## config.mk

```make
export PLATFORM = sky130hd
export DESIGN_NAME = bfe_queue
export DESIGN_NICKNAME = d
export VERILOG_FILES = /design/src/bfe_pkg.sv /design/src/bfe_queue.sv
export SDC_FILE = /design/constraint.sdc
export NUM_CORES = 1
export LEC_CHECK = 0
export BUFFER_PORTS_ARGS = -buffer_cell sky130_fd_sc_hd__clkbuf_2
export CORE_UTILIZATION = 52
export DETAILED_ROUTE_END_ITERATION = 10
export PLACE_DENSITY = 0.79
export SETUP_SLACK_MARGIN = 0.05
export SKIP_CTS_REPAIR_TIMING = 1
export SLEW_MARGIN = 30
export SYNTH_ARGS = -nofsm -noshare
export SYNTH_HDL_FRONTEND = slang
export SYNTH_SLANG_ARGS = --single-unit
```

## constraint.sdc

```tcl
create_clock -name clock -period 3.5 [get_ports clock]
set_input_delay 0.7 -clock clock [delete_from_list [all_inputs] [get_ports clock]]
set_output_delay 0.7 -clock clock [all_outputs]
set_load 0.01 [all_outputs]
```

## src/bfe_pkg.sv

```systemverilog
package bfe_pkg;

   localparam int DEF_MAX_KEY_BYTES = 72;
   localparam int ROUNDS            = 16;
   localparam int P_WORDS           = ROUNDS + 2;
   localparam int P_IDX_W           = $clog2(P_WORDS);
   localparam int RND_W             = $clog2(ROUNDS);
   localparam int KEY_LEN_W         = 7;
   localparam int KEY_STEPS         = 4 * P_WORDS;
   localparam int KEY_STEP_W        = $clog2(KEY_STEPS + 1);
   localparam int BOXES             = 4;
   localparam int BOX_DEPTH         = 256;
   localparam int BOX_IDX_W         = 8;
   localparam int PAIR_P            = P_WORDS / 2;
   localparam int PAIR_TOTAL        = PAIR_P + (BOXES * BOX_DEPTH) / 2;
   localparam int PAIR_W            = $clog2(PAIR_TOTAL + 1);
   localparam int QUEUE_DEPTH       = 2;

   typedef enum logic {
      CMD_KEY   = 1'b0,
      CMD_BLOCK = 1'b1
   } cmd_type;

   typedef enum logic {
      KIND_SCHED  = 1'b0,
      KIND_CIPHER = 1'b1
   } kind_type;

   typedef enum logic [3:0] {
      ST_INIT,
      ST_IDLE,
      ST_LOAD,
      ST_KEYX,
      ST_RND_A,
      ST_RND_B,
      ST_FIN,
      ST_WR1,
      ST_WR2,
      ST_OUT
   } state_type;

   typedef struct packed {
      cmd_type                kind;
      logic                   restart;
      logic [KEY_LEN_W-1:0]   len;
      logic [31:0]            left;
      logic [31:0]            right;
   } q_entry_type;

   typedef struct packed {
      logic                   we;
      logic [KEY_LEN_W-1:0]   addr;
      logic [7:0]             data;
   } kb_wr_type;

   typedef struct packed {
      logic init_busy;
      logic sched_done;
   } core_status_type;

   localparam logic [31:0] PI_P [P_WORDS] = '{
      32'h243f6a88, 32'h85a308d3, 32'h13198a2e, 32'h03707344, 32'ha4093822, 32'h299f31d0,
      32'h082efa98, 32'hec4e6c89, 32'h452821e6, 32'h38d01377, 32'hbe5466cf, 32'h34e90c6c,
      32'hc0ac29b7, 32'hc97c50dd, 32'h3f84d5b5, 32'hb5470917, 32'h9216d5d9, 32'h8979fb1b
   };

   localparam logic [31:0] PI_S [BOXES][BOX_DEPTH] = '{
      '{
      32'hd1310ba6, 32'h98dfb5ac, 32'h2ffd72db, 32'hd01adfb7, 32'hb8e1afed, 32'h6a267e96,
      32'hba7c9045, 32'hf12c7f99, 32'h24a19947, 32'hb3916cf7, 32'h0801f2e2, 32'h858efc16,
      32'h636920d8, 32'h71574e69, 32'ha458fea3, 32'hf4933d7e, 32'h0d95748f, 32'h728eb658,
      32'h718bcd58, 32'h82154aee, 32'h7b54a41d, 32'hc25a59b5, 32'h9c30d539, 32'h2af26013,
      32'hc5d1b023, 32'h286085f0, 32'hca417918, 32'hb8db38ef, 32'h8e79dcb0, 32'h603a180e,
      32'h6c9e0e8b, 32'hb01e8a3e, 32'hd71577c1, 32'hbd314b27, 32'h78af2fda, 32'h55605c60,
      32'he65525f3, 32'haa55ab94, 32'h57489862, 32'h63e81440, 32'h55ca396a, 32'h2aab10b6,
      32'hb4cc5c34, 32'h1141e8ce, 32'ha15486af, 32'h7c72e993, 32'hb3ee1411, 32'h636fbc2a,
      32'h2ba9c55d, 32'h741831f6, 32'hce5c3e16, 32'h9b87931e, 32'hafd6ba33, 32'h6c24cf5c,
      32'h7a325381, 32'h28958677, 32'h3b8f4898, 32'h6b4bb9af, 32'hc4bfe81b, 32'h66282193,
      32'h61d809cc, 32'hfb21a991, 32'h487cac60, 32'h5dec8032, 32'hef845d5d, 32'he98575b1,
      32'hdc262302, 32'heb651b88, 32'h23893e81, 32'hd396acc5, 32'h0f6d6ff3, 32'h83f44239,
      32'h2e0b4482, 32'ha4842004, 32'h69c8f04a, 32'h9e1f9b5e, 32'h21c66842, 32'hf6e96c9a,
      32'h670c9c61, 32'habd388f0, 32'h6a51a0d2, 32'hd8542f68, 32'h960fa728, 32'hab5133a3,
      32'h6eef0b6c, 32'h137a3be4, 32'hba3bf050, 32'h7efb2a98, 32'ha1f1651d, 32'h39af0176,
      32'h66ca593e, 32'h82430e88, 32'h8cee8619, 32'h456f9fb4, 32'h7d84a5c3, 32'h3b8b5ebe,
      32'he06f75d8, 32'h85c12073, 32'h401a449f, 32'h56c16aa6, 32'h4ed3aa62, 32'h363f7706,
      32'h1bfedf72, 32'h429b023d, 32'h37d0d724, 32'hd00a1248, 32'hdb0fead3, 32'h49f1c09b,
      32'h075372c9, 32'h80991b7b, 32'h25d479d8, 32'hf6e8def7, 32'he3fe501a, 32'hb6794c3b,
      32'h976ce0bd, 32'h04c006ba, 32'hc1a94fb6, 32'h409f60c4, 32'h5e5c9ec2, 32'h196a2463,
      32'h68fb6faf, 32'h3e6c53b5, 32'h1339b2eb, 32'h3b52ec6f, 32'h6dfc511f, 32'h9b30952c,
      32'hcc814544, 32'haf5ebd09, 32'hbee3d004, 32'hde334afd, 32'h660f2807, 32'h192e4bb3,
      32'hc0cba857, 32'h45c8740f, 32'hd20b5f39, 32'hb9d3fbdb, 32'h5579c0bd, 32'h1a60320a,
      32'hd6a100c6, 32'h402c7279, 32'h679f25fe, 32'hfb1fa3cc, 32'h8ea5e9f8, 32'hdb3222f8,
      32'h3c7516df, 32'hfd616b15, 32'h2f501ec8, 32'had0552ab, 32'h323db5fa, 32'hfd238760,
      32'h53317b48, 32'h3e00df82, 32'h9e5c57bb, 32'hca6f8ca0, 32'h1a87562e, 32'hdf1769db,
      32'hd542a8f6, 32'h287effc3, 32'hac6732c6, 32'h8c4f5573, 32'h695b27b0, 32'hbbca58c8,
      32'he1ffa35d, 32'hb8f011a0, 32'h10fa3d98, 32'hfd2183b8, 32'h4afcb56c, 32'h2dd1d35b,
      32'h9a53e479, 32'hb6f84565, 32'hd28e49bc, 32'h4bfb9790, 32'he1ddf2da, 32'ha4cb7e33,
      32'h62fb1341, 32'hcee4c6e8, 32'hef20cada, 32'h36774c01, 32'hd07e9efe, 32'h2bf11fb4,
      32'h95dbda4d, 32'hae909198, 32'heaad8e71, 32'h6b93d5a0, 32'hd08ed1d0, 32'hafc725e0,
      32'h8e3c5b2f, 32'h8e7594b7, 32'h8ff6e2fb, 32'hf2122b64, 32'h8888b812, 32'h900df01c,
      32'h4fad5ea0, 32'h688fc31c, 32'hd1cff191, 32'hb3a8c1ad, 32'h2f2f2218, 32'hbe0e1777,
      32'hea752dfe, 32'h8b021fa1, 32'he5a0cc0f, 32'hb56f74e8, 32'h18acf3d6, 32'hce89e299,
      32'hb4a84fe0, 32'hfd13e0b7, 32'h7cc43b81, 32'hd2ada8d9, 32'h165fa266, 32'h80957705,
      32'h93cc7314, 32'h211a1477, 32'he6ad2065, 32'h77b5fa86, 32'hc75442f5, 32'hfb9d35cf,
      32'hebcdaf0c, 32'h7b3e89a0, 32'hd6411bd3, 32'hae1e7e49, 32'h00250e2d, 32'h2071b35e,
      32'h226800bb, 32'h57b8e0af, 32'h2464369b, 32'hf009b91e, 32'h5563911d, 32'h59dfa6aa,
      32'h78c14389, 32'hd95a537f, 32'h207d5ba2, 32'h02e5b9c5, 32'h83260376, 32'h6295cfa9,
      32'h11c81968, 32'h4e734a41, 32'hb3472dca, 32'h7b14a94a, 32'h1b510052, 32'h9a532915,
      32'hd60f573f, 32'hbc9bc6e4, 32'h2b60a476, 32'h81e67400, 32'h08ba6fb5, 32'h571be91f,
      32'hf296ec6b, 32'h2a0dd915, 32'hb6636521, 32'he7b9f9b6, 32'hff34052e, 32'hc5855664,
      32'h53b02d5d, 32'ha99f8fa1, 32'h08ba4799, 32'h6e85076a
      },
      '{
      32'h4b7a70e9, 32'hb5b32944, 32'hdb75092e, 32'hc4192623, 32'had6ea6b0, 32'h49a7df7d,
      32'h9cee60b8, 32'h8fedb266, 32'hecaa8c71, 32'h699a17ff, 32'h5664526c, 32'hc2b19ee1,
      32'h193602a5, 32'h75094c29, 32'ha0591340, 32'he4183a3e, 32'h3f54989a, 32'h5b429d65,
      32'h6b8fe4d6, 32'h99f73fd6, 32'ha1d29c07, 32'hefe830f5, 32'h4d2d38e6, 32'hf0255dc1,
      32'h4cdd2086, 32'h8470eb26, 32'h6382e9c6, 32'h021ecc5e, 32'h09686b3f, 32'h3ebaefc9,
      32'h3c971814, 32'h6b6a70a1, 32'h687f3584, 32'h52a0e286, 32'hb79c5305, 32'haa500737,
      32'h3e07841c, 32'h7fdeae5c, 32'h8e7d44ec, 32'h5716f2b8, 32'hb03ada37, 32'hf0500c0d,
      32'hf01c1f04, 32'h0200b3ff, 32'hae0cf51a, 32'h3cb574b2, 32'h25837a58, 32'hdc0921bd,
      32'hd19113f9, 32'h7ca92ff6, 32'h94324773, 32'h22f54701, 32'h3ae5e581, 32'h37c2dadc,
      32'hc8b57634, 32'h9af3dda7, 32'ha9446146, 32'h0fd0030e, 32'hecc8c73e, 32'ha4751e41,
      32'he238cd99, 32'h3bea0e2f, 32'h3280bba1, 32'h183eb331, 32'h4e548b38, 32'h4f6db908,
      32'h6f420d03, 32'hf60a04bf, 32'h2cb81290, 32'h24977c79, 32'h5679b072, 32'hbcaf89af,
      32'hde9a771f, 32'hd9930810, 32'hb38bae12, 32'hdccf3f2e, 32'h5512721f, 32'h2e6b7124,
      32'h501adde6, 32'h9f84cd87, 32'h7a584718, 32'h7408da17, 32'hbc9f9abc, 32'he94b7d8c,
      32'hec7aec3a, 32'hdb851dfa, 32'h63094366, 32'hc464c3d2, 32'hef1c1847, 32'h3215d908,
      32'hdd433b37, 32'h24c2ba16, 32'h12a14d43, 32'h2a65c451, 32'h50940002, 32'h133ae4dd,
      32'h71dff89e, 32'h10314e55, 32'h81ac77d6, 32'h5f11199b, 32'h043556f1, 32'hd7a3c76b,
      32'h3c11183b, 32'h5924a509, 32'hf28fe6ed, 32'h97f1fbfa, 32'h9ebabf2c, 32'h1e153c6e,
      32'h86e34570, 32'heae96fb1, 32'h860e5e0a, 32'h5a3e2ab3, 32'h771fe71c, 32'h4e3d06fa,
      32'h2965dcb9, 32'h99e71d0f, 32'h803e89d6, 32'h5266c825, 32'h2e4cc978, 32'h9c10b36a,
      32'hc6150eba, 32'h94e2ea78, 32'ha5fc3c53, 32'h1e0a2df4, 32'hf2f74ea7, 32'h361d2b3d,
      32'h1939260f, 32'h19c27960, 32'h5223a708, 32'hf71312b6, 32'hebadfe6e, 32'heac31f66,
      32'he3bc4595, 32'ha67bc883, 32'hb17f37d1, 32'h018cff28, 32'hc332ddef, 32'hbe6c5aa5,
      32'h65582185, 32'h68ab9802, 32'heecea50f, 32'hdb2f953b, 32'h2aef7dad, 32'h5b6e2f84,
      32'h1521b628, 32'h29076170, 32'hecdd4775, 32'h619f1510, 32'h13cca830, 32'heb61bd96,
      32'h0334fe1e, 32'haa0363cf, 32'hb5735c90, 32'h4c70a239, 32'hd59e9e0b, 32'hcbaade14,
      32'heecc86bc, 32'h60622ca7, 32'h9cab5cab, 32'hb2f3846e, 32'h648b1eaf, 32'h19bdf0ca,
      32'ha02369b9, 32'h655abb50, 32'h40685a32, 32'h3c2ab4b3, 32'h319ee9d5, 32'hc021b8f7,
      32'h9b540b19, 32'h875fa099, 32'h95f7997e, 32'h623d7da8, 32'hf837889a, 32'h97e32d77,
      32'h11ed935f, 32'h16681281, 32'h0e358829, 32'hc7e61fd6, 32'h96dedfa1, 32'h7858ba99,
      32'h57f584a5, 32'h1b227263, 32'h9b83c3ff, 32'h1ac24696, 32'hcdb30aeb, 32'h532e3054,
      32'h8fd948e4, 32'h6dbc3128, 32'h58ebf2ef, 32'h34c6ffea, 32'hfe28ed61, 32'hee7c3c73,
      32'h5d4a14d9, 32'he864b7e3, 32'h42105d14, 32'h203e13e0, 32'h45eee2b6, 32'ha3aaabea,
      32'hdb6c4f15, 32'hfacb4fd0, 32'hc742f442, 32'hef6abbb5, 32'h654f3b1d, 32'h41cd2105,
      32'hd81e799e, 32'h86854dc7, 32'he44b476a, 32'h3d816250, 32'hcf62a1f2, 32'h5b8d2646,
      32'hfc8883a0, 32'hc1c7b6a3, 32'h7f1524c3, 32'h69cb7492, 32'h47848a0b, 32'h5692b285,
      32'h095bbf00, 32'had19489d, 32'h1462b174, 32'h23820e00, 32'h58428d2a, 32'h0c55f5ea,
      32'h1dadf43e, 32'h233f7061, 32'h3372f092, 32'h8d937e41, 32'hd65fecf1, 32'h6c223bdb,
      32'h7cde3759, 32'hcbee7460, 32'h4085f2a7, 32'hce77326e, 32'ha6078084, 32'h19f8509e,
      32'he8efd855, 32'h61d99735, 32'ha969a7aa, 32'hc50c06c2, 32'h5a04abfc, 32'h800bcadc,
      32'h9e447a2e, 32'hc3453484, 32'hfdd56705, 32'h0e1e9ec9, 32'hdb73dbd3, 32'h105588cd,
      32'h675fda79, 32'he3674340, 32'hc5c43465, 32'h713e38d8, 32'h3d28f89e, 32'hf16dff20,
      32'h153e21e7, 32'h8fb03d4a, 32'he6e39f2b, 32'hdb83adf7
      },
      '{
      32'he93d5a68, 32'h948140f7, 32'hf64c261c, 32'h94692934, 32'h411520f7, 32'h7602d4f7,
      32'hbcf46b2e, 32'hd4a20068, 32'hd4082471, 32'h3320f46a, 32'h43b7d4b7, 32'h500061af,
      32'h1e39f62e, 32'h97244546, 32'h14214f74, 32'hbf8b8840, 32'h4d95fc1d, 32'h96b591af,
      32'h70f4ddd3, 32'h66a02f45, 32'hbfbc09ec, 32'h03bd9785, 32'h7fac6dd0, 32'h31cb8504,
      32'h96eb27b3, 32'h55fd3941, 32'hda2547e6, 32'habca0a9a, 32'h28507825, 32'h530429f4,
      32'h0a2c86da, 32'he9b66dfb, 32'h68dc1462, 32'hd7486900, 32'h680ec0a4, 32'h27a18dee,
      32'h4f3ffea2, 32'he887ad8c, 32'hb58ce006, 32'h7af4d6b6, 32'haace1e7c, 32'hd3375fec,
      32'hce78a399, 32'h406b2a42, 32'h20fe9e35, 32'hd9f385b9, 32'hee39d7ab, 32'h3b124e8b,
      32'h1dc9faf7, 32'h4b6d1856, 32'h26a36631, 32'heae397b2, 32'h3a6efa74, 32'hdd5b4332,
      32'h6841e7f7, 32'hca7820fb, 32'hfb0af54e, 32'hd8feb397, 32'h454056ac, 32'hba489527,
      32'h55533a3a, 32'h20838d87, 32'hfe6ba9b7, 32'hd096954b, 32'h55a867bc, 32'ha1159a58,
      32'hcca92963, 32'h99e1db33, 32'ha62a4a56, 32'h3f3125f9, 32'h5ef47e1c, 32'h9029317c,
      32'hfdf8e802, 32'h04272f70, 32'h80bb155c, 32'h05282ce3, 32'h95c11548, 32'he4c66d22,
      32'h48c1133f, 32'hc70f86dc, 32'h07f9c9ee, 32'h41041f0f, 32'h404779a4, 32'h5d886e17,
      32'h325f51eb, 32'hd59bc0d1, 32'hf2bcc18f, 32'h41113564, 32'h257b7834, 32'h602a9c60,
      32'hdff8e8a3, 32'h1f636c1b, 32'h0e12b4c2, 32'h02e1329e, 32'haf664fd1, 32'hcad18115,
      32'h6b2395e0, 32'h333e92e1, 32'h3b240b62, 32'heebeb922, 32'h85b2a20e, 32'he6ba0d99,
      32'hde720c8c, 32'h2da2f728, 32'hd0127845, 32'h95b794fd, 32'h647d0862, 32'he7ccf5f0,
      32'h5449a36f, 32'h877d48fa, 32'hc39dfd27, 32'hf33e8d1e, 32'h0a476341, 32'h992eff74,
      32'h3a6f6eab, 32'hf4f8fd37, 32'ha812dc60, 32'ha1ebddf8, 32'h991be14c, 32'hdb6e6b0d,
      32'hc67b5510, 32'h6d672c37, 32'h2765d43b, 32'hdcd0e804, 32'hf1290dc7, 32'hcc00ffa3,
      32'hb5390f92, 32'h690fed0b, 32'h667b9ffb, 32'hcedb7d9c, 32'ha091cf0b, 32'hd9155ea3,
      32'hbb132f88, 32'h515bad24, 32'h7b9479bf, 32'h763bd6eb, 32'h37392eb3, 32'hcc115979,
      32'h8026e297, 32'hf42e312d, 32'h6842ada7, 32'hc66a2b3b, 32'h12754ccc, 32'h782ef11c,
      32'h6a124237, 32'hb79251e7, 32'h06a1bbe6, 32'h4bfb6350, 32'h1a6b1018, 32'h11caedfa,
      32'h3d25bdd8, 32'he2e1c3c9, 32'h44421659, 32'h0a121386, 32'hd90cec6e, 32'hd5abea2a,
      32'h64af674e, 32'hda86a85f, 32'hbebfe988, 32'h64e4c3fe, 32'h9dbc8057, 32'hf0f7c086,
      32'h60787bf8, 32'h6003604d, 32'hd1fd8346, 32'hf6381fb0, 32'h7745ae04, 32'hd736fccc,
      32'h83426b33, 32'hf01eab71, 32'hb0804187, 32'h3c005e5f, 32'h77a057be, 32'hbde8ae24,
      32'h55464299, 32'hbf582e61, 32'h4e58f48f, 32'hf2ddfda2, 32'hf474ef38, 32'h8789bdc2,
      32'h5366f9c3, 32'hc8b38e74, 32'hb475f255, 32'h46fcd9b9, 32'h7aeb2661, 32'h8b1ddf84,
      32'h846a0e79, 32'h915f95e2, 32'h466e598e, 32'h20b45770, 32'h8cd55591, 32'hc902de4c,
      32'hb90bace1, 32'hbb8205d0, 32'h11a86248, 32'h7574a99e, 32'hb77f19b6, 32'he0a9dc09,
      32'h662d09a1, 32'hc4324633, 32'he85a1f02, 32'h09f0be8c, 32'h4a99a025, 32'h1d6efe10,
      32'h1ab93d1d, 32'h0ba5a4df, 32'ha186f20f, 32'h2868f169, 32'hdcb7da83, 32'h573906fe,
      32'ha1e2ce9b, 32'h4fcd7f52, 32'h50115e01, 32'ha70683fa, 32'ha002b5c4, 32'h0de6d027,
      32'h9af88c27, 32'h773f8641, 32'hc3604c06, 32'h61a806b5, 32'hf0177a28, 32'hc0f586e0,
      32'h006058aa, 32'h30dc7d62, 32'h11e69ed7, 32'h2338ea63, 32'h53c2dd94, 32'hc2c21634,
      32'hbbcbee56, 32'h90bcb6de, 32'hebfc7da1, 32'hce591d76, 32'h6f05e409, 32'h4b7c0188,
      32'h39720a3d, 32'h7c927c24, 32'h86e3725f, 32'h724d9db9, 32'h1ac15bb4, 32'hd39eb8fc,
      32'hed545578, 32'h08fca5b5, 32'hd83d7cd3, 32'h4dad0fc4, 32'h1e50ef5e, 32'hb161e6f8,
      32'ha28514d9, 32'h6c51133c, 32'h6fd5c7e7, 32'h56e14ec4, 32'h362abfce, 32'hddc6c837,
      32'hd79a3234, 32'h92638212, 32'h670efa8e, 32'h406000e0
      },
      '{
      32'h3a39ce37, 32'hd3faf5cf, 32'habc27737, 32'h5ac52d1b, 32'h5cb0679e, 32'h4fa33742,
      32'hd3822740, 32'h99bc9bbe, 32'hd5118e9d, 32'hbf0f7315, 32'hd62d1c7e, 32'hc700c47b,
      32'hb78c1b6b, 32'h21a19045, 32'hb26eb1be, 32'h6a366eb4, 32'h5748ab2f, 32'hbc946e79,
      32'hc6a376d2, 32'h6549c2c8, 32'h530ff8ee, 32'h468dde7d, 32'hd5730a1d, 32'h4cd04dc6,
      32'h2939bbdb, 32'ha9ba4650, 32'hac9526e8, 32'hbe5ee304, 32'ha1fad5f0, 32'h6a2d519a,
      32'h63ef8ce2, 32'h9a86ee22, 32'hc089c2b8, 32'h43242ef6, 32'ha51e03aa, 32'h9cf2d0a4,
      32'h83c061ba, 32'h9be96a4d, 32'h8fe51550, 32'hba645bd6, 32'h2826a2f9, 32'ha73a3ae1,
      32'h4ba99586, 32'hef5562e9, 32'hc72fefd3, 32'hf752f7da, 32'h3f046f69, 32'h77fa0a59,
      32'h80e4a915, 32'h87b08601, 32'h9b09e6ad, 32'h3b3ee593, 32'he990fd5a, 32'h9e34d797,
      32'h2cf0b7d9, 32'h022b8b51, 32'h96d5ac3a, 32'h017da67d, 32'hd1cf3ed6, 32'h7c7d2d28,
      32'h1f9f25cf, 32'hadf2b89b, 32'h5ad6b472, 32'h5a88f54c, 32'he029ac71, 32'he019a5e6,
      32'h47b0acfd, 32'hed93fa9b, 32'he8d3c48d, 32'h283b57cc, 32'hf8d56629, 32'h79132e28,
      32'h785f0191, 32'hed756055, 32'hf7960e44, 32'he3d35e8c, 32'h15056dd4, 32'h88f46dba,
      32'h03a16125, 32'h0564f0bd, 32'hc3eb9e15, 32'h3c9057a2, 32'h97271aec, 32'ha93a072a,
      32'h1b3f6d9b, 32'h1e6321f5, 32'hf59c66fb, 32'h26dcf319, 32'h7533d928, 32'hb155fdf5,
      32'h03563482, 32'h8aba3cbb, 32'h28517711, 32'hc20ad9f8, 32'habcc5167, 32'hccad925f,
      32'h4de81751, 32'h3830dc8e, 32'h379d5862, 32'h9320f991, 32'hea7a90c2, 32'hfb3e7bce,
      32'h5121ce64, 32'h774fbe32, 32'ha8b6e37e, 32'hc3293d46, 32'h48de5369, 32'h6413e680,
      32'ha2ae0810, 32'hdd6db224, 32'h69852dfd, 32'h09072166, 32'hb39a460a, 32'h6445c0dd,
      32'h586cdecf, 32'h1c20c8ae, 32'h5bbef7dd, 32'h1b588d40, 32'hccd2017f, 32'h6bb4e3bb,
      32'hdda26a7e, 32'h3a59ff45, 32'h3e350a44, 32'hbcb4cdd5, 32'h72eacea8, 32'hfa6484bb,
      32'h8d6612ae, 32'hbf3c6f47, 32'hd29be463, 32'h542f5d9e, 32'haec2771b, 32'hf64e6370,
      32'h740e0d8d, 32'he75b1357, 32'hf8721671, 32'haf537d5d, 32'h4040cb08, 32'h4eb4e2cc,
      32'h34d2466a, 32'h0115af84, 32'he1b00428, 32'h95983a1d, 32'h06b89fb4, 32'hce6ea048,
      32'h6f3f3b82, 32'h3520ab82, 32'h011a1d4b, 32'h277227f8, 32'h611560b1, 32'he7933fdc,
      32'hbb3a792b, 32'h344525bd, 32'ha08839e1, 32'h51ce794b, 32'h2f32c9b7, 32'ha01fbac9,
      32'he01cc87e, 32'hbcc7d1f6, 32'hcf0111c3, 32'ha1e8aac7, 32'h1a908749, 32'hd44fbd9a,
      32'hd0dadecb, 32'hd50ada38, 32'h0339c32a, 32'hc6913667, 32'h8df9317c, 32'he0b12b4f,
      32'hf79e59b7, 32'h43f5bb3a, 32'hf2d519ff, 32'h27d9459c, 32'hbf97222c, 32'h15e6fc2a,
      32'h0f91fc71, 32'h9b941525, 32'hfae59361, 32'hceb69ceb, 32'hc2a86459, 32'h12baa8d1,
      32'hb6c1075e, 32'he3056a0c, 32'h10d25065, 32'hcb03a442, 32'he0ec6e0e, 32'h1698db3b,
      32'h4c98a0be, 32'h3278e964, 32'h9f1f9532, 32'he0d392df, 32'hd3a0342b, 32'h8971f21e,
      32'h1b0a7441, 32'h4ba3348c, 32'hc5be7120, 32'hc37632d8, 32'hdf359f8d, 32'h9b992f2e,
      32'he60b6f47, 32'h0fe3f11d, 32'he54cda54, 32'h1edad891, 32'hce6279cf, 32'hcd3e7e6f,
      32'h1618b166, 32'hfd2c1d05, 32'h848fd2c5, 32'hf6fb2299, 32'hf523f357, 32'ha6327623,
      32'h93a83531, 32'h56cccd02, 32'hacf08162, 32'h5a75ebb5, 32'h6e163697, 32'h88d273cc,
      32'hde966292, 32'h81b949d0, 32'h4c50901b, 32'h71c65614, 32'he6c6c7bd, 32'h327a140a,
      32'h45e1d006, 32'hc3f27b9a, 32'hc9aa53fd, 32'h62a80f00, 32'hbb25bfe2, 32'h35bdd2f6,
      32'h71126905, 32'hb2040222, 32'hb6cbcf7c, 32'hcd769c2b, 32'h53113ec0, 32'h1640e3d3,
      32'h38abbd60, 32'h2547adf0, 32'hba38209c, 32'hf746ce76, 32'h77afa1c5, 32'h20756060,
      32'h85cbfe4e, 32'h8ae88dd8, 32'h7aaaf9b0, 32'h4cf9aa7e, 32'h1948c25c, 32'h02fb8a8c,
      32'h01c36ae4, 32'hd6ebe1f9, 32'h90d4f869, 32'ha65cdea0, 32'h3f09252d, 32'hc208e69f,
      32'hb74e6132, 32'hce77e25b, 32'h578fdfe3, 32'h3ac372e6
      }
   };

endpackage

```

## src/bfe_queue.sv

```systemverilog
module bfe_queue
   import bfe_pkg::*;
(
   input  logic        clock,
   input  logic        reset,
   input  logic        push,
   input  q_entry_type push_data,
   output logic        full,
   input  logic        pop,
   output logic        empty,
   output q_entry_type pop_data
);

   localparam int PTR_W = $clog2(QUEUE_DEPTH);
   localparam int CNT_W = $clog2(QUEUE_DEPTH + 1);

   q_entry_type        entry_ff [QUEUE_DEPTH];
   logic [PTR_W-1:0]   wr_ptr_ff, wr_ptr_in;
   logic [PTR_W-1:0]   rd_ptr_ff, rd_ptr_in;
   logic [CNT_W-1:0]   count_ff, count_in;
   logic               do_push, do_pop;

   assign full     = count_ff == CNT_W'(QUEUE_DEPTH);
   assign empty    = count_ff == '0;
   assign pop_data = entry_ff[rd_ptr_ff];
   assign do_push  = push & ~full;
   assign do_pop   = pop & ~empty;

   always_comb begin
      wr_ptr_in = wr_ptr_ff;
      rd_ptr_in = rd_ptr_ff;
      count_in  = count_ff;
      if (do_push) begin
         wr_ptr_in = (wr_ptr_ff == PTR_W'(QUEUE_DEPTH - 1)) ? '0 : wr_ptr_ff + PTR_W'(1);
      end
      if (do_pop) begin
         rd_ptr_in = (rd_ptr_ff == PTR_W'(QUEUE_DEPTH - 1)) ? '0 : rd_ptr_ff + PTR_W'(1);
      end
      if (do_push && !do_pop) begin
         count_in = count_ff + CNT_W'(1);
      end else if (do_pop && !do_push) begin
         count_in = count_ff - CNT_W'(1);
      end
   end

   always_ff @(posedge clock) begin
      if (do_push) begin
         entry_ff[wr_ptr_ff] <= push_data;
      end
   end

   always_ff @(posedge clock) begin
      if (reset) begin
         wr_ptr_ff <= '0;
         rd_ptr_ff <= '0;
         count_ff  <= '0;
      end else begin
         wr_ptr_ff <= wr_ptr_in;
         rd_ptr_ff <= rd_ptr_in;
         count_ff  <= count_in;
      end
   end

endmodule

```

==> results of run 1 <==
==> Yosys cell counts <==
master	n
ha_1	1
o21ai_0	3
buf_4	7
inv_1	2
dfxtp_1	5
nor2_1	5
a21oi_1	2
nor2b_2	1
buf_2	1
or3_1	2
mux2_2	73
edfxtp_1	146
xor2_1	3
and2_1	1
==> power breakdown <==
group	leakage, nW	total [mW]	switching (mW)	internal (mW)
sequential	1.41	2.39	0.112	2.27
combinational	0.983	1.16	0.594	0.566
clock	0.297	1.90	0.667	1.23
==> registers in the layout, indices dropped and copies added, names as in the netlist, named ones only <==
register,cells
wr_ptr_ff,1
rd_ptr_ff,1
count_ff,2
entry_ff,146
==> cell families after synthesis <==
family          Yosys count  share of synthesized area
simple gates              9                    0.00845
mux                      73                      0.150
compound gates            5                    0.00456
xor+xnor                  3                    0.00479
flops                   151                      0.818
fa+ha+maj                 1                    0.00228
buf+inv                  10                     0.0119
==> worst register-to-register path, cell delays in order, from the launching register on <==
cell and delay [ns]:
dfxtp_1 0.46, nor2b_2 0.10, or3_1 0.36, inv_2 0.47
buf_4 0.36
==> cell type report <==
| type | count | area (um2) | share of cell area |
|---|---|---|---|
| well taps | 136 | 170 | 0.0241 |
| clock inverters | 12 | 200 | 0.0284 |
| flip-flops and latches | 151 | 4490 | 0.637 |
| multi-input cells | 91 | 935 | 0.133 |
| clock buffers | 20 | 425 | 0.0603 |
| repair buffers | 155 | 823 | 0.117 |
| inverters | 2 | 7.51 | 0.00106 |
==> routing by layer <==
metal,part of all wire,vias up,track usage
met1,0.40,1375,0.208
met4,0.021,0,0.0946
met3,0.067,21,0.0611
li1,-,1336,-
met2,0.51,107,0.284
met5,0,-,0
==> stage by stage <==
step	instances	setup WS, ns	power, mW	utilization
5_1_grt	567	0.745	5.66	0.686
3_3_place_gp	534	1.15	3.55	0.623
6_report	567	0.833	5.44	0.686
2_1_floorplan	252	0.462	3.15	-
3_5_place_dp	534	1.11	3.59	0.623
4_1_cts	566	0.663	5.48	0.684
==> final timing paths <==
| check | startpoint | to | cells after the start |
|---|---|---|---|
| worst max-delay path | flop | pop_data[58] | 3 |
| worst min-delay path | push_data[5] | entry_ff[0][5]$_DFFE_PP_ | 1 |
| worst max register to register | count_ff[0]$_SDFFE_PP0P_ | entry_ff[0][57]$_DFFE_PP_ | 4 |
| worst min register to register | wr_ptr_ff$_SDFFE_PP0P_ | wr_ptr_ff$_SDFFE_PP0P_ | 2 |
==> run metrics, run 1 <==
status=finished clean; sequential element share of the synthesized area=0.818; max cap viols=0; worst endpoint data arrival time=1.97 ns; CP max stage cell=dfxtp_4; final setup fails=0; Antenna Cells=0; Post-Route Skew=0.00554 ns; top-area cell type share of the netlist area=0.800; Slew @ Worst Pin=0.615 ns; final worst path period share=0.762; IO Pins=152; CTS clk-pin slew, worst paths=0.06 ns; CP max stage delay=0.61 ns; Mapped Nets=330; top post-synthesis cells by area=edfxtp_1 (80%), mux2_2 (15%), dfxtp_1 (1.8%); initial antenna violation count=0; Detailed Routing Iterations Pass 1=4; Max Transition Viols Final=0; CTS Buffer Depth=2; #FFs+latches synth=151; CP Buf/Inv Count=2; Power Density=772 mW/mm2; DP Wirelength=5900 um; Yosys Warn Count=0; fin nets=496; core area=0.0103 mm2; per-cell routed wire length=16.2 um; Rows=37; proportion of layout cells with a drive suffix above 1=0.603; Post-Syn Area=0.00548 mm2; CP Max Fanout=44; IO Port Bufs=151; CTS H-tree depth=4; die height=105 um; maximum VDD drop=525 uV; Cell variety after synth=14; TNS Setup=0 ns; post-route minimum period=2.67 ns; Via Count=2839; Avg Inst Size Synth=21.8 um2; Vias/cell=5.01; most frequent cells in the layout=clkbuf_2 (151), edfxtp_1 (146), mux2_2 (73), clkbuf_16 (16); Clock Latency Late Sink=0.52 ns; critical path startpoint category=flop; CTS Root Cell=clkbuf_8; die area=0.0110 mm2; Detail Route Antenna Nets=0; vias in the first global route=2891; Final Hold Viols=0; worst min-delay path class=input pin to flop; RSZ-0062 raised after global routing=no; Worst slew margin=0.589; first-pass GRT wire length=14100 um; Worst EP required=2.80 ns; Max Clk Rate=375 MHz; P_leak=2.69 nW; drt drc=0; CTS tree=built; Initial Util=0.533; Fill cells=714; flop-to-flop setup slack=1.45 ns; largest net degree at the start of global routing=74; crit-path cells=buf_12, mux2_2, clkbuf_2; grt total ovfl=0; design area=0.00705 mm2; Die W=105 um; all-layer global routing usage=0.176; largest area contributor in the netlist=edfxtp_1; dpl cell area=0.00640 mm2; Num CTS Buffers=17; DRT iter0 DRCs=156; Critical Path End Type=output port; Largest delay share family, worst path=flip-flops; Area Overhead vs Synth=28.6%; most common cell after layout, fill and taps aside=clkbuf_2; clock net sink count=151; GPL Wtd Cong=0.689; kind of critical path=flop to output port; minimum hold slack=0.370 ns; Synth Instances=252; final WL=9190 um
Note: power is estimated with default switching activity, not from simulation.
==> run 2: changes to the inputs <==
clock period = 2.65 ns   (was 3.5 ns; I/O delays follow)
==> run 2 against run 1 <==
Against the previous run: hold slack got worse by 0.16 ns; clock power grew 13%; final cell count rose by 0.35%; setup slack lost 0.54 ns; largest cell class unchanged; wire length down 2.7%; first-iteration DRC count shrank 35%; die area unchanged; highest routed layer unchanged; register-to-register slack lost 0.66 ns.
==> run metrics, run 2 (same netlist as run 1, synthesis figures left out) <==
Slew @ Worst Pin=0.466 ns (-0.149 ns); CTS Root Cell=clkbuf_8; Die W=105 um (unchanged); Detailed Routing Iterations Pass 1=4 (unchanged); Tot Pwr=6.86 mW (+26%); TNS Setup=0 ns (unchanged); drt drc=0 (unchanged); Detail Route Antenna Nets=0 (unchanged); Max Clk Rate=424 MHz; DP Wirelength=5900 um (about the same); status=finished clean; CTS H-tree depth=4 (unchanged); Multi-input gate area=935 um2 (unchanged); Max Transition Viols Final=0 (unchanged); CTS tree=built; Initial Util=0.533 (unchanged); final worst slack=0.290 ns (-0.543 ns); Layout Cells excl Fill=569 (+0.35%); CTS Buffer Depth=2 (unchanged); Reg with most FFs=entry_ff; Via Count=2792 (-1.7%); IO Port Bufs=151 (unchanged); all-layer global routing usage=0.171 (-0.00463); Num CTS Buffers=17 (unchanged); kind of critical path=flop to output port; worst endpoint data arrival time=1.83 ns (-0.14 ns); Worst EP required=2.12 ns (-0.68 ns); final setup fails=0 (unchanged); RSZ-0062 raised after global routing=no; final WL=8940 um (-2.7%); Power Density=981 mW/mm2 (+27%); Final Core Density=0.681 (-0.00499); maximum VDD drop=580 uV (+10%); Antenna Cells=0 (unchanged); max cap viols=0 (unchanged); register area=0.00449 mm2 (unchanged); DRT iter0 DRCs=101 (-35%); CP Max Fanout=17 (-61%); clock net sink count=151 (unchanged); initial antenna violation count=0 (unchanged); max reg flops=146 (unchanged); grt total ovfl=0 (unchanged); largest net degree at the start of global routing=42 (-43%); post-route minimum period=2.36 ns; pre-CTS WS=0.601 ns (-0.508 ns); per-cell routed wire length=15.7 um (-3.0%); GPL Wtd Cong=0.745 (+8.1%); fin nets=498 (+0.40%); core area=0.0103 mm2 (unchanged); die area=0.0110 mm2 (unchanged); Post-Route Skew=0.00829 ns (+0.00275 ns); most common cell after layout, fill and taps aside=clkbuf_2; worst min-delay path class=input pin to flop; Vias/cell=4.91 (-2.0%); Worst slew margin=0.688 (+0.0991); first-pass GRT wire length=13900 um (-1.5%); Area Overhead vs Synth=27.7%; Final Hold Viols=0 (unchanged); IO Pins=152 (unchanged); die height=105 um (unchanged); critical path startpoint category=flop; Clock Latency Late Sink=0.51 ns (about the same); Rows=37 (unchanged); Critical Path End Type=output port; biggest regs=entry_ff x146, count_ff x2; final worst path period share=0.891; proportion of layout cells with a drive suffix above 1=0.607 (+0.00414); Fill cells=724 (+1.4%); most frequent cells in the layout=clkbuf_2 (151), edfxtp_1 (146), mux2_2 (73), clkbuf_16 (16); Inst Count DP=537 (+0.56%); CTS clk-pin slew, worst paths=0.06 ns (about the same); P_leak=2.65 nW (-1.3%); vias in the first global route=2908 (+0.59%)
run 2: changes by cell type in the layout (fill, tap and decap cells not counted), sizes merged:
cell	delta
clkinv	+3
inv	+1
clkinvlp	+3
buf	+2
bufinv	-4
clkbuf	-3
run 2: worst paths after layout:
| check | start | endpoint | slack, ns | cells after the start |
|---|---|---|---|---|
| setup / recovery | flop | pop_data[52] | 0.29 | 3 |
| hold / removal | push_data[50] | entry_ff[0][50]$_DFFE_PP_ | 0.21 | 1 |
| setup reg to reg | count_ff[1]$_SDFFE_PP0P_ | entry_ff[0][14]$_DFFE_PP_ | 0.79 | 4 |
| hold reg to reg | wr_ptr_ff$_SDFFE_PP0P_ | wr_ptr_ff$_SDFFE_PP0P_ | 0.49 | 2 |
run 2: where the power goes:
group          switching, mW  leakage [nW]  internal, mW  total [mW]
combinational          0.822         0.993         0.768        1.59
clock                  0.911         0.254          1.24        2.15
sequential             0.117          1.41          3.00        3.12
total                   1.85          2.65          5.01        6.86
run 2: critical path, stage by stage, from the launching register on:
cell and delay [ns]:
dfxtp_4 0.50, buf_4 0.30, mux2_2 0.38, clkbuf_2 0.14
run 2: metrics by stage:
step           instance area (um2)  hold WS, ns
6_report                      7000        0.206
5_1_grt                       7000        0.177
4_1_cts                       7000        0.185
3_5_place_dp                  6450        0.483
3_3_place_gp                  6450        0.477
2_1_floorplan                 5490        0.452
run 2: area by class of cell:
cell class	instances	area share
inverters	2	0.00161
clock inverters	15	0.0184
flip-flops and latches	151	0.641
well taps	136	0.0243
repair buffers	157	0.122
multi-input cells	91	0.134
clock buffers	17	0.0592
run 2: routing by layer:
layer / up-vias / track usage / share of wire
met5: - / 0 / 0
met2: 101 / 0.289 / 0.52
met4: 0 / 0.0835 / 0.016
met1: 1344 / 0.199 / 0.41
met3: 12 / 0.0530 / 0.057
li1: 1335 / - / -
